===== src/sv/fmprf_pkg.sv =====
// fmprf_pkg: types, codes and helper functions of the first-match packet rule filter
// shared by the front end, back end and top level; no dependencies
`default_nettype none

package fmprf_pkg;

  // ip protocol numbers and port class boundary
  localparam logic [7:0]  PROTO_TCP       = 8'd6;
  localparam logic [7:0]  PROTO_UDP       = 8'd17;
  localparam logic [15:0] PORT_HIGH_LIMIT = 16'd1023;

  // configuration register indexes
  localparam logic [1:0] CFG_FILTER_ACTIVE = 2'd0;
  localparam logic [1:0] CFG_RULE_COUNT    = 2'd1;
  localparam logic [1:0] CFG_ANY_PROTOCOL  = 2'd2;

  localparam int unsigned CFG_INDEX_W = 2;
  localparam int unsigned CFG_DATA_W  = 8;
  localparam int unsigned COUNT_W     = 5;

  // reset values of the configuration registers
  localparam logic [7:0] ANY_PROTOCOL_RESET = 8'd143;

  // reason codes on the result side
  localparam logic [1:0] REASON_INACTIVE = 2'd0;
  localparam logic [1:0] REASON_XMAS     = 2'd1;
  localparam logic [1:0] REASON_NO_MATCH = 2'd2;
  localparam logic [1:0] REASON_MATCHED  = 2'd3;

  // verdict codes
  localparam logic VERDICT_DROP   = 1'b0;
  localparam logic VERDICT_ACCEPT = 1'b1;

  // kind of work handed from front to back
  localparam logic [1:0] KIND_SEARCH = 2'd0;
  localparam logic [1:0] KIND_WRITE  = 2'd1;
  localparam logic [1:0] KIND_DONE   = 2'd2;

  // configuration register file
  typedef struct packed {
    logic               active;
    logic [COUNT_W-1:0] rule_count;
    logic [7:0]         any_proto;
  } cfg_t;

  // one rule table entry
  typedef struct packed {
    logic [31:0] saddr;
    logic [31:0] daddr;
    logic [15:0] sport;
    logic [15:0] dport;
    logic [1:0]  dir;
    logic [7:0]  proto;
    logic [1:0]  ack;
    logic        verd;
  } rule_t;

  // word in the queue between front and back
  // write: rule fields; search: normalized packet; done: verd and reason hold the result
  typedef struct packed {
    logic [1:0]  kind;
    logic [3:0]  idx;
    logic [31:0] saddr;
    logic [31:0] daddr;
    logic [15:0] sport;
    logic [15:0] dport;
    logic [1:0]  dir;
    logic [7:0]  proto;
    logic [1:0]  ack;
    logic        verd;
    logic [1:0]  reason;
  } item_t;

  // result word
  typedef struct packed {
    logic       verdict;
    logic [1:0] reason;
    logic [3:0] matched_rule;
  } res_t;

  // rule port 0 is a wildcard, two ports above the limit are one class
  function automatic logic port_ok(input logic [15:0] pkt, input logic [15:0] rl);
    logic hi_both;
    hi_both = (rl > PORT_HIGH_LIMIT) && (pkt > PORT_HIGH_LIMIT);
    return (rl == 16'd0) || hi_both || (rl == pkt);
  endfunction

  // rule address 0 is a wildcard
  function automatic logic addr_ok(input logic [31:0] pkt, input logic [31:0] rl);
    return (rl == 32'd0) || (rl == pkt);
  endfunction

endpackage

`default_nettype wire


===== src/sv/fmprf_ram.sv =====
// fmprf_ram: generic single write port, single read port ram with registered read
// no dependencies
`default_nettype none

module fmprf_ram #(
  parameter int unsigned WIDTH = 8,
  parameter int unsigned DEPTH = 16
) (
  input  wire logic                                       clk,
  input  wire logic                                       we,
  input  wire logic [((DEPTH > 1) ? $clog2(DEPTH) : 1)-1:0] waddr,
  input  wire logic [WIDTH-1:0]                           wdata,
  input  wire logic [((DEPTH > 1) ? $clog2(DEPTH) : 1)-1:0] raddr,
  output logic      [WIDTH-1:0]                           rdata
);

  logic [WIDTH-1:0] mem [DEPTH];

  // write port
  always_ff @(posedge clk) begin
    if (we) begin
      mem[waddr] <= wdata;
    end
  end

  // registered read port
  always_ff @(posedge clk) begin
    rdata <= mem[raddr];
  end

endmodule

`default_nettype wire


===== src/sv/fmprf_fifo.sv =====
// fmprf_fifo: small register queue with full and empty flags
// no dependencies
`default_nettype none

module fmprf_fifo #(
  parameter int unsigned WIDTH = 8,
  parameter int unsigned DEPTH = 2
) (
  input  wire logic             clk,
  input  wire logic             rst,
  input  wire logic             push,
  input  wire logic [WIDTH-1:0] wdata,
  output logic                  full,
  input  wire logic             pop,
  output logic      [WIDTH-1:0] rdata,
  output logic                  empty
);

  localparam int unsigned PTR_W = (DEPTH > 1) ? $clog2(DEPTH) : 1;
  localparam int unsigned CNT_W = $clog2(DEPTH + 1);
  localparam logic [PTR_W-1:0] PTR_LAST = PTR_W'(DEPTH - 1);
  localparam logic [CNT_W-1:0] CNT_FULL = CNT_W'(DEPTH);

  logic [WIDTH-1:0] slots [DEPTH];
  logic [PTR_W-1:0] wr_ptr;
  logic [PTR_W-1:0] rd_ptr;
  logic [CNT_W-1:0] count;
  logic             do_push;
  logic             do_pop;

  assign full    = (count == CNT_FULL);
  assign empty   = (count == '0);
  assign do_push = push && !full;
  assign do_pop  = pop && !empty;
  assign rdata   = slots[rd_ptr];

  // pointers and fill count
  always_ff @(posedge clk) begin
    if (rst) begin
      wr_ptr <= '0;
      rd_ptr <= '0;
      count  <= '0;
    end else begin
      if (do_push) begin
        wr_ptr <= (wr_ptr == PTR_LAST) ? '0 : wr_ptr + PTR_W'(1);
      end
      if (do_pop) begin
        rd_ptr <= (rd_ptr == PTR_LAST) ? '0 : rd_ptr + PTR_W'(1);
      end
      if (do_push && !do_pop) begin
        count <= count + CNT_W'(1);
      end else if (do_pop && !do_push) begin
        count <= count - CNT_W'(1);
      end
    end
  end

  // storage
  always_ff @(posedge clk) begin
    if (do_push) begin
      slots[wr_ptr] <= wdata;
    end
  end

endmodule

`default_nettype wire


===== src/sv/fmprf_front.sv =====
// fmprf_front: accepts input words, sorts them into rule writes, early verdicts
// and searches, and queues them for the back end; uses fmprf_pkg and fmprf_fifo
`default_nettype none

module fmprf_front (
  input  wire logic           clk,
  input  wire logic           rst,
  input  wire fmprf_pkg::cfg_t cfg,
  input  wire logic           push,
  output logic                full,
  input  wire logic           action,
  input  wire logic [3:0]     rule_index,
  input  wire logic [1:0]     direction,
  input  wire logic [7:0]     protocol,
  input  wire logic [31:0]    source_address,
  input  wire logic [31:0]    dest_address,
  input  wire logic [15:0]    source_port,
  input  wire logic [15:0]    dest_port,
  input  wire logic [1:0]     ack_mask,
  input  wire logic [3:0]     tcp_flags,
  input  wire logic           rule_verdict,
  input  wire logic           item_pop,
  output fmprf_pkg::item_t    item,
  output logic                item_empty
);

  import fmprf_pkg::*;

  item_t item_in;
  logic  is_tcp;
  logic  has_ports;
  logic  xmas;
  logic  [$bits(item_t)-1:0] item_bits;

  assign is_tcp    = (protocol == PROTO_TCP);
  assign has_ports = is_tcp || (protocol == PROTO_UDP);
  assign xmas      = is_tcp && (tcp_flags[2:0] == 3'b111);

  // classify the incoming word
  always_comb begin
    item_in.idx    = rule_index;
    item_in.saddr  = source_address;
    item_in.daddr  = dest_address;
    item_in.dir    = direction;
    item_in.proto  = protocol;
    item_in.sport  = source_port;
    item_in.dport  = dest_port;
    item_in.ack    = ack_mask;
    item_in.verd   = rule_verdict;
    item_in.reason = REASON_NO_MATCH;
    if (action) begin
      item_in.kind = KIND_WRITE;
    end else if (!cfg.active) begin
      item_in.kind   = KIND_DONE;
      item_in.verd   = VERDICT_ACCEPT;
      item_in.reason = REASON_INACTIVE;
    end else if (xmas) begin
      item_in.kind   = KIND_DONE;
      item_in.verd   = VERDICT_DROP;
      item_in.reason = REASON_XMAS;
    end else begin
      // normalize ports and ack code of the packet
      item_in.kind = KIND_SEARCH;
      if (!has_ports) begin
        item_in.sport = '0;
        item_in.dport = '0;
      end
      if (is_tcp) begin
        item_in.ack = tcp_flags[3] ? 2'b10 : 2'b01;
      end else begin
        item_in.ack = 2'b11;
      end
    end
  end

  // decoupling queue toward the back end
  fmprf_fifo #(
    .WIDTH ($bits(item_t)),
    .DEPTH (2)
  ) u_queue (
    .clk   (clk),
    .rst   (rst),
    .push  (push),
    .wdata (item_in),
    .full  (full),
    .pop   (item_pop),
    .rdata (item_bits),
    .empty (item_empty)
  );

  assign item = item_t'(item_bits);

endmodule

`default_nettype wire


===== src/sv/fmprf_back.sv =====
// fmprf_back: carries out queued work: rule table writes and the first-match
// scan, one rule per cycle, into the result queue; uses fmprf_pkg, fmprf_ram, fmprf_fifo
`default_nettype none

module fmprf_back #(
  parameter int unsigned RULE_ENTRIES = 16
) (
  input  wire logic            clk,
  input  wire logic            rst,
  input  wire fmprf_pkg::cfg_t cfg,
  input  wire fmprf_pkg::item_t item,
  input  wire logic            item_empty,
  output logic                 item_pop,
  input  wire logic            pop,
  output logic                 empty,
  output fmprf_pkg::res_t      res
);

  import fmprf_pkg::*;

  localparam int unsigned IDX_W  = (RULE_ENTRIES > 1) ? $clog2(RULE_ENTRIES) : 1;
  localparam int unsigned LIM_W  = ($clog2(RULE_ENTRIES + 1) > COUNT_W) ?
                                   $clog2(RULE_ENTRIES + 1) : COUNT_W;
  localparam logic [LIM_W-1:0] LIM_MAX = LIM_W'(RULE_ENTRIES);

  localparam logic [1:0] ST_IDLE = 2'd0;
  localparam logic [1:0] ST_SCAN = 2'd1;
  localparam logic [1:0] ST_HOLD = 2'd2;

  logic [1:0]       state;
  logic [1:0]       state_next;
  logic [IDX_W-1:0] scan;
  logic [IDX_W-1:0] scan_next;
  item_t            pkt;
  item_t            pkt_next;
  res_t             res_hold;
  res_t             res_hold_next;
  res_t             out_word;
  res_t             scan_res;
  logic             out_push;
  logic             out_full;
  logic             ram_we;
  logic             in_range;
  logic [LIM_W-1:0] limit;
  logic [LIM_W-1:0] count_ext;
  logic             last;
  logic             match;
  rule_t            rule;
  rule_t            rule_in;
  logic [$bits(rule_t)-1:0] rule_bits;
  logic [$bits(res_t)-1:0]  res_bits;

  // number of entries searched
  assign count_ext = LIM_W'(cfg.rule_count);
  assign limit     = (count_ext > LIM_MAX) ? LIM_MAX : count_ext;
  assign last      = ((LIM_W'(scan) + LIM_W'(1)) >= limit);

  // rule entry from a write word
  assign in_range = (32'(item.idx) < RULE_ENTRIES);
  always_comb begin
    rule_in.saddr = item.saddr;
    rule_in.daddr = item.daddr;
    rule_in.sport = item.sport;
    rule_in.dport = item.dport;
    rule_in.dir   = item.dir;
    rule_in.proto = item.proto;
    rule_in.ack   = item.ack;
    rule_in.verd  = item.verd;
  end

  // rule table, read address is the next value of the scan pointer
  fmprf_ram #(
    .WIDTH ($bits(rule_t)),
    .DEPTH (RULE_ENTRIES)
  ) u_rules (
    .clk   (clk),
    .we    (ram_we),
    .waddr (IDX_W'(item.idx)),
    .wdata (rule_in),
    .raddr (scan_next),
    .rdata (rule_bits)
  );

  assign rule = rule_t'(rule_bits);

  // match of the packet against the entry under the scan pointer
  assign match = ((pkt.dir & rule.dir) != 2'b00)
              && ((rule.proto == cfg.any_proto) || (rule.proto == pkt.proto))
              && ((pkt.ack & rule.ack) != 2'b00)
              && port_ok(pkt.sport, rule.sport)
              && port_ok(pkt.dport, rule.dport)
              && addr_ok(pkt.saddr, rule.saddr)
              && addr_ok(pkt.daddr, rule.daddr);

  always_comb begin
    if (match) begin
      scan_res.verdict      = rule.verd;
      scan_res.reason       = REASON_MATCHED;
      scan_res.matched_rule = 4'(scan);
    end else begin
      scan_res.verdict      = VERDICT_ACCEPT;
      scan_res.reason       = REASON_NO_MATCH;
      scan_res.matched_rule = '0;
    end
  end

  // sequencer
  always_comb begin
    item_pop      = 1'b0;
    ram_we        = 1'b0;
    out_push      = 1'b0;
    out_word      = res_hold;
    state_next    = state;
    scan_next     = '0;
    pkt_next      = pkt;
    res_hold_next = res_hold;
    unique case (state)
      ST_IDLE: begin
        if (!item_empty) begin
          unique case (item.kind)
            KIND_WRITE: begin
              item_pop = 1'b1;
              ram_we   = in_range;
            end
            KIND_DONE: begin
              if (!out_full) begin
                item_pop              = 1'b1;
                out_push              = 1'b1;
                out_word.verdict      = item.verd;
                out_word.reason       = item.reason;
                out_word.matched_rule = '0;
              end
            end
            KIND_SEARCH: begin
              item_pop = 1'b1;
              pkt_next = item;
              if (limit == '0) begin
                res_hold_next.verdict      = VERDICT_ACCEPT;
                res_hold_next.reason       = REASON_NO_MATCH;
                res_hold_next.matched_rule = '0;
                state_next                 = ST_HOLD;
              end else begin
                state_next = ST_SCAN;
              end
            end
            default: begin
              item_pop = 1'b1;
            end
          endcase
        end
      end
      ST_SCAN: begin
        if (match || last) begin
          if (!out_full) begin
            out_push   = 1'b1;
            out_word   = scan_res;
            state_next = ST_IDLE;
          end else begin
            res_hold_next = scan_res;
            state_next    = ST_HOLD;
          end
        end else begin
          scan_next = scan + IDX_W'(1);
        end
      end
      ST_HOLD: begin
        if (!out_full) begin
          out_push   = 1'b1;
          state_next = ST_IDLE;
        end
      end
      default: begin
        state_next = ST_IDLE;
      end
    endcase
  end

  // control registers
  always_ff @(posedge clk) begin
    if (rst) begin
      state <= ST_IDLE;
      scan  <= '0;
    end else begin
      state <= state_next;
      scan  <= scan_next;
    end
  end

  // payload registers
  always_ff @(posedge clk) begin
    pkt      <= pkt_next;
    res_hold <= res_hold_next;
  end

  // result queue
  fmprf_fifo #(
    .WIDTH ($bits(res_t)),
    .DEPTH (2)
  ) u_results (
    .clk   (clk),
    .rst   (rst),
    .push  (out_push),
    .wdata (out_word),
    .full  (out_full),
    .pop   (pop),
    .rdata (res_bits),
    .empty (empty)
  );

  assign res = res_t'(res_bits);

endmodule

`default_nettype wire


===== src/sv/first_match_packet_rule_filter.sv =====
// first_match_packet_rule_filter: top level of the five-tuple first-match classifier
// uses fmprf_pkg, fmprf_front and fmprf_back
`default_nettype none

// Stateless packet classifier with a table of RULE_ENTRIES rules. Words pushed
// in either write a rule entry (action 1) or classify a packet header (action 0);
// each classify word yields exactly one result word, write words yield none.
// The front end sorts words as they arrive and settles inactive-filter and
// christmas-tree packets at once; a two-word queue feeds the back end, so the
// input keeps accepting while a search runs. The back end scans the rule table
// one entry per cycle through the table ram's registered read port: a classify
// word that needs a search examines entries up to the first match, at most
// min(rule_count, RULE_ENTRIES) of them, and holds the back end until its result
// is queued; a search with a rule_count of zero examines none. A full result
// queue holds a finished result back until there is room. Results wait in a
// two-word output queue.
// Configuration registers (0 filter_active, 1 rule_count, 2 any_protocol_code)
// are to be written by the user only while the block is idle; the block does
// not enforce this; rule entries must be written before rule_count covers them.
module first_match_packet_rule_filter #(
  parameter int unsigned RULE_ENTRIES = 16
) (
  input  wire logic                                clk,
  input  wire logic                                rst,
  // configuration write channel
  input  wire logic                                cfg_valid,
  output logic                                     cfg_ready,
  input  wire logic [fmprf_pkg::CFG_INDEX_W-1:0]   cfg_index,
  input  wire logic [fmprf_pkg::CFG_DATA_W-1:0]    cfg_data,
  // input side
  input  wire logic                                push,
  output logic                                     full,
  input  wire logic                                action,
  input  wire logic [3:0]                          rule_index,
  input  wire logic [1:0]                          direction,
  input  wire logic [7:0]                          protocol,
  input  wire logic [31:0]                         source_address,
  input  wire logic [31:0]                         dest_address,
  input  wire logic [15:0]                         source_port,
  input  wire logic [15:0]                         dest_port,
  input  wire logic [1:0]                          ack_mask,
  input  wire logic [3:0]                          tcp_flags,
  input  wire logic                                rule_verdict,
  // result side
  output logic                                     empty,
  input  wire logic                                pop,
  output logic                                     verdict,
  output logic [1:0]                               reason,
  output logic [3:0]                               matched_rule
);

  import fmprf_pkg::*;

  cfg_t  cfg;
  item_t item;
  logic  item_empty;
  logic  item_pop;
  res_t  res;

  // configuration registers
  assign cfg_ready = 1'b1;

  always_ff @(posedge clk) begin
    if (rst) begin
      cfg.active     <= 1'b0;
      cfg.rule_count <= '0;
      cfg.any_proto  <= ANY_PROTOCOL_RESET;
    end else if (cfg_valid && cfg_ready) begin
      unique case (cfg_index)
        CFG_FILTER_ACTIVE: cfg.active     <= cfg_data[0];
        CFG_RULE_COUNT:    cfg.rule_count <= cfg_data[COUNT_W-1:0];
        CFG_ANY_PROTOCOL:  cfg.any_proto  <= cfg_data;
        default: ;
      endcase
    end
  end

  // front end: accept and sort
  fmprf_front u_front (
    .clk            (clk),
    .rst            (rst),
    .cfg            (cfg),
    .push           (push),
    .full           (full),
    .action         (action),
    .rule_index     (rule_index),
    .direction      (direction),
    .protocol       (protocol),
    .source_address (source_address),
    .dest_address   (dest_address),
    .source_port    (source_port),
    .dest_port      (dest_port),
    .ack_mask       (ack_mask),
    .tcp_flags      (tcp_flags),
    .rule_verdict   (rule_verdict),
    .item_pop       (item_pop),
    .item           (item),
    .item_empty     (item_empty)
  );

  // back end: table writes and rule scan
  fmprf_back #(
    .RULE_ENTRIES (RULE_ENTRIES)
  ) u_back (
    .clk        (clk),
    .rst        (rst),
    .cfg        (cfg),
    .item       (item),
    .item_empty (item_empty),
    .item_pop   (item_pop),
    .pop        (pop),
    .empty      (empty),
    .res        (res)
  );

  assign verdict      = res.verdict;
  assign reason       = res.reason;
  assign matched_rule = res.matched_rule;

endmodule

`default_nettype wire


===== config.mk =====
export PLATFORM = sky130hd
export DESIGN_NAME = first_match_packet_rule_filter
export DESIGN_NICKNAME = d
export VERILOG_FILES = /design/src/sv/fmprf_pkg.sv /design/src/sv/fmprf_ram.sv /design/src/sv/fmprf_fifo.sv /design/src/sv/fmprf_front.sv /design/src/sv/fmprf_back.sv /design/src/sv/first_match_packet_rule_filter.sv
export SDC_FILE = /design/constraint.sdc
export NUM_CORES = 2
export LEC_CHECK = 0
export ABC_AREA = 1
export BUFFER_PORTS_ARGS = -buffer_cell sky130_fd_sc_hd__buf_2
export CELL_PAD_IN_SITES_DETAIL_PLACEMENT = 1
export CELL_PAD_IN_SITES_GLOBAL_PLACEMENT = 1
export CORE_ASPECT_RATIO = 1.4
export CORE_MARGIN = 1.5
export CORE_UTILIZATION = 46
export CTS_CLUSTER_DIAMETER = 120
export CTS_CLUSTER_SIZE = 8
export DETAILED_ROUTE_END_ITERATION = 8
export GPL_TIMING_DRIVEN = 0
export PLACE_DENSITY_LB_ADDON = 0.1
export RECOVER_POWER = 50
export SYNTH_ARGS = -nofsm -noshare
export SYNTH_HDL_FRONTEND = slang
export SYNTH_SLANG_ARGS = --single-unit

===== constraint.sdc =====
create_clock -name clk -period 7.4 [get_ports clk]
set_input_delay 1.48 -clock clk [delete_from_list [all_inputs] [get_ports clk]]
set_output_delay 1.48 -clock clk [all_outputs]
set_load 0.005 [all_outputs]

==> results.yml <==
flow_run:
  maxCapViolCount: 48
place:
  io_buffers: 140
  gp_congestion: 0.8180
  place_hpwl_mm: 211.5
power:
  p_comb_frac: 0.148
  p_leak_uw: 0.04407
  peakVddDrop_uv: 246.1
  p_int_uw: 24830
  power_density_nw_per_um2: 317.9
  netSwitchingFraction: 0.2814
  p_seq_frac: 0.462
  p_total_uw: 34560
  p_sw_uw: 9725
  clkPwrFrac: 0.391
sta:
  slew_headroom: -0.6392
  rsz0062_at_grt: "false"
  hold_viol_final: 0
  setup_viol: 0
  whs_ns: 0.4774
  slew_viol_final: 1090
  timing.final.crit_share: 0.7623
  worst_pin_slew_ns: 2.450
  finalClockSkew_ns: 0.04274
  max_freq_ghz: 0.1773
  tns_ns: 0
  min_period_ns: 5.641
detailed_routing:
  vias: 67200
  viasPerCell: 5.561
  drtIter0Drc: 5030
  drt_wl_total_mm: 303.7
  first_pass_iters: 6
  ant_nets: 0
  drc_errors: 0
  wire_per_inst_um: 25.14
synth:
  syn_avg_cell_area_um2: 10.91
  synth_top_family_by_area: "simple AND/OR/NAND/NOR gates"
  synth.largest_area_cell: "edfxtp_1"
  ys_seq_elements: 2245
  synth-xor-area-share: 0.005653
  synth_nets: 8807
  yosysWarnings: 0
  synth_edf_count: 2106
  yosys.area_share.adder: 0.001059
  synth_ff_type: "edfxtp_1"
  synth_compound_area_frac: 0.01554
  syn_area_um2: 94510
  synthMuxAreaShare: 0.001152
  synthSimpleGateAreaFrac: 0.2006
  synth_area_leaders: "edfxtp_1, nand3_1, nand2_1, inv_1, nor2_1"
  ys_types: 47
  synth_seq_area_share: 0.6986
  synth_top_cell_area_share: 0.6692
  syn_inst: 8666
  async_flop_share: 0
hold_path:
  hold_depth: 2
  min_from: "cfg[1]"
  hold_end: "cfg[1]"
  hp-class: "reg2reg"
cts:
  cts_buffer_depth: 4
  cts_setup_buffers: 0
  path_clk_slew_ns: 0.05
  root_buffer: "clkbuf_16"
  cts.sinks: 2245
  cts_resized: 0
  clk_latency_ns: 0.86
  cts_tree: "yes"
  htree_num_levels: 5
  hold_buffers: 0
  cts_buffers: 322
die:
  rows: 196
  core_um2: 204000
  io_pins: 143
  die_area_um2: 208200
  die_y_um: 539.3
  start_util: 0.4632
  dieWidth_um: 386.1
setup_path:
  slowest_stage: "clkbuf_1"
  crit_path_end_kind: "flop"
  cp_max_fo: 28
  crit_required_ns: 7.82
  critical_path_class: "reg2reg"
  crit_arrival_ns: 6.06
  cp_num_buf_inv: 4
  crit_path_max_incr_delay_ns: 1.44
  r2r_cells: 9
  crit_chain: "clkbuf_1, inv_1, nand2_1, nand2_1, nor2_1, nand2_1, nor2_1, clkbuf_1, clkbuf_1"
  r2r_end: "u_back.pkt[67]"
  rrSetupSlack_ns: 1.76
  critical-path-top-delay-family: "buffers and inverters"
  start_kind: "flop"
outcome:
  status: "finished with violations"
  violations: "max-capacitance violations, max-slew violations"
global_routing:
  globalRouteOverflowTotal: 0
  grt_max_degree: 34
  grt.total_usage: 0.2895
  grt_pass1_vias: 71450
  grt_pass1_wl_mm: 447.2
  antenna_found_initial: 22
cells_and_area:
  post-route-util: 0.5327
  drive_gt1_frac: 0.08097
  areaGrowthSynthToFinish_pct: 15.01
  final_cell_mix: "edfxtp_1, nand2_1, inv_1, nand3_1, nor2_1"
  fin_nets: 9360
  final_common_cell: "edfxtp_1"
[final cells by class]
cell class	instances	area (um2)
Inverter	1287	4831
Fill cell	21840	95340
Clock buffer	487	8847
Sequential cell	2245	66020
Timing Repair Buffer	229	1758
Buffer	529	2492
Multi-Input combinational cell	4605	21180
Antenna cell	12	30.03
Tap cell	2673	3344
Clock inverter	17	190.2
[logic make-up (layout without fill, tap and decap cells)]
| logic type | count (synthesis) | in the layout |
|---|---|---|
| AOI/OAI and AO/OA | 285 | 285 |
| xor gates and xnor gates | 61 | 61 |
| adders and majority gates | 8 | 8 |
| buffers and inverters | 1816 | 2549 |
| DFF | 2245 | 2245 |
| muxes | 10 | 10 |
| other | 1 | 13 |
| and+or+nand+nor | 4240 | 4240 |
[per-stage QoR]
step,setup WS [ns],std cells,instance area [um2]
after floorplan,0.2964,8666,94510
after global placement,-4.220,11480,98550
final,1.759,12080,108700
after CTS,2.889,12070,109600
after global routing,1.413,12070,108700
after detailed placement,2.982,11570,100600
[tightest hold or removal path: stages (launching register included)]
cell,delay (ns)
dfxtp_1,0.34
nand2_1,0.06
nand3_1,0.05
[flip-flops by register name, indices dropped and copies added, names as in the netlist, named ones only]
name and flops:
u_back.u_results.rd_ptr 1, u_front.u_queue.wr_ptr 1, u_back.u_results.wr_ptr 1, u_front.u_queue.rd_ptr 1, u_back.u_results.slots 14, cfg 14
u_back.u_rules.rdata 109, u_front.u_queue.slots 234, u_back.pkt 108, u_back.u_results.count 2, u_back.scan 4, u_front.u_queue.count 2
u_back.res_hold 6, u_back.u_rules.mem 1744, u_back.state 2
[how the worst max path moves through the flow]
stage	slack, ns	from	depth (start not counted)	to
6_report	1.76	flop	9	u_back.pkt[67]
2_1_floorplan	0.30	push	2	u_front.u_queue.slots[1][0]
3_3_place_gp	-4.22	push	3	u_front.u_queue.slots[1][70]
3_5_place_dp	2.98	u_back.scan[0]	14	u_back.u_rules.rdata[12]
5_1_grt	1.41	flop	9	u_back.pkt[67]
4_1_cts	2.89	u_back.scan[0]	14	u_back.u_rules.rdata[12]
[cells in the mapped netlist, drive strengths merged (3+ instances only)]
| cell | number |
|---|---|
| a21oi | 20 |
| buf | 255 |
| clkbuf | 274 |
| clkinv | 3 |
| dfxtp | 139 |
| edfxtp | 2106 |
| ha | 8 |
| inv | 1284 |
| mux2 | 7 |
| mux2i | 3 |
| nand2 | 1385 |
| nand3 | 1226 |
| nand4 | 562 |
| nor2 | 1042 |
| nor3 | 11 |
| nor4 | 6 |
| o21ai | 253 |
| or2 | 5 |
| xnor2 | 37 |
| xor2 | 24 |
[power by group through the flow]
stage | clock (uW) | sequential (uW) | combinational, uW
6_report | 13500 | 16000 | 5100
3_5_place_dp | 0 | 16200 | 5220
3_3_place_gp | 0 | 16300 | 4840
2_1_floorplan | 0 | 16200 | 2720
4_1_cts | 13700 | 15900 | 5250
5_1_grt | 14200 | 16000 | 5520
[layer usage]
layer	share of wire	GRT usage
met5	0	0
met4	0.047	0.1361
met3	0.050	0.03907
met2	0.53	0.5250
met1	0.37	0.3340
(Power assumes the default switching activity.)
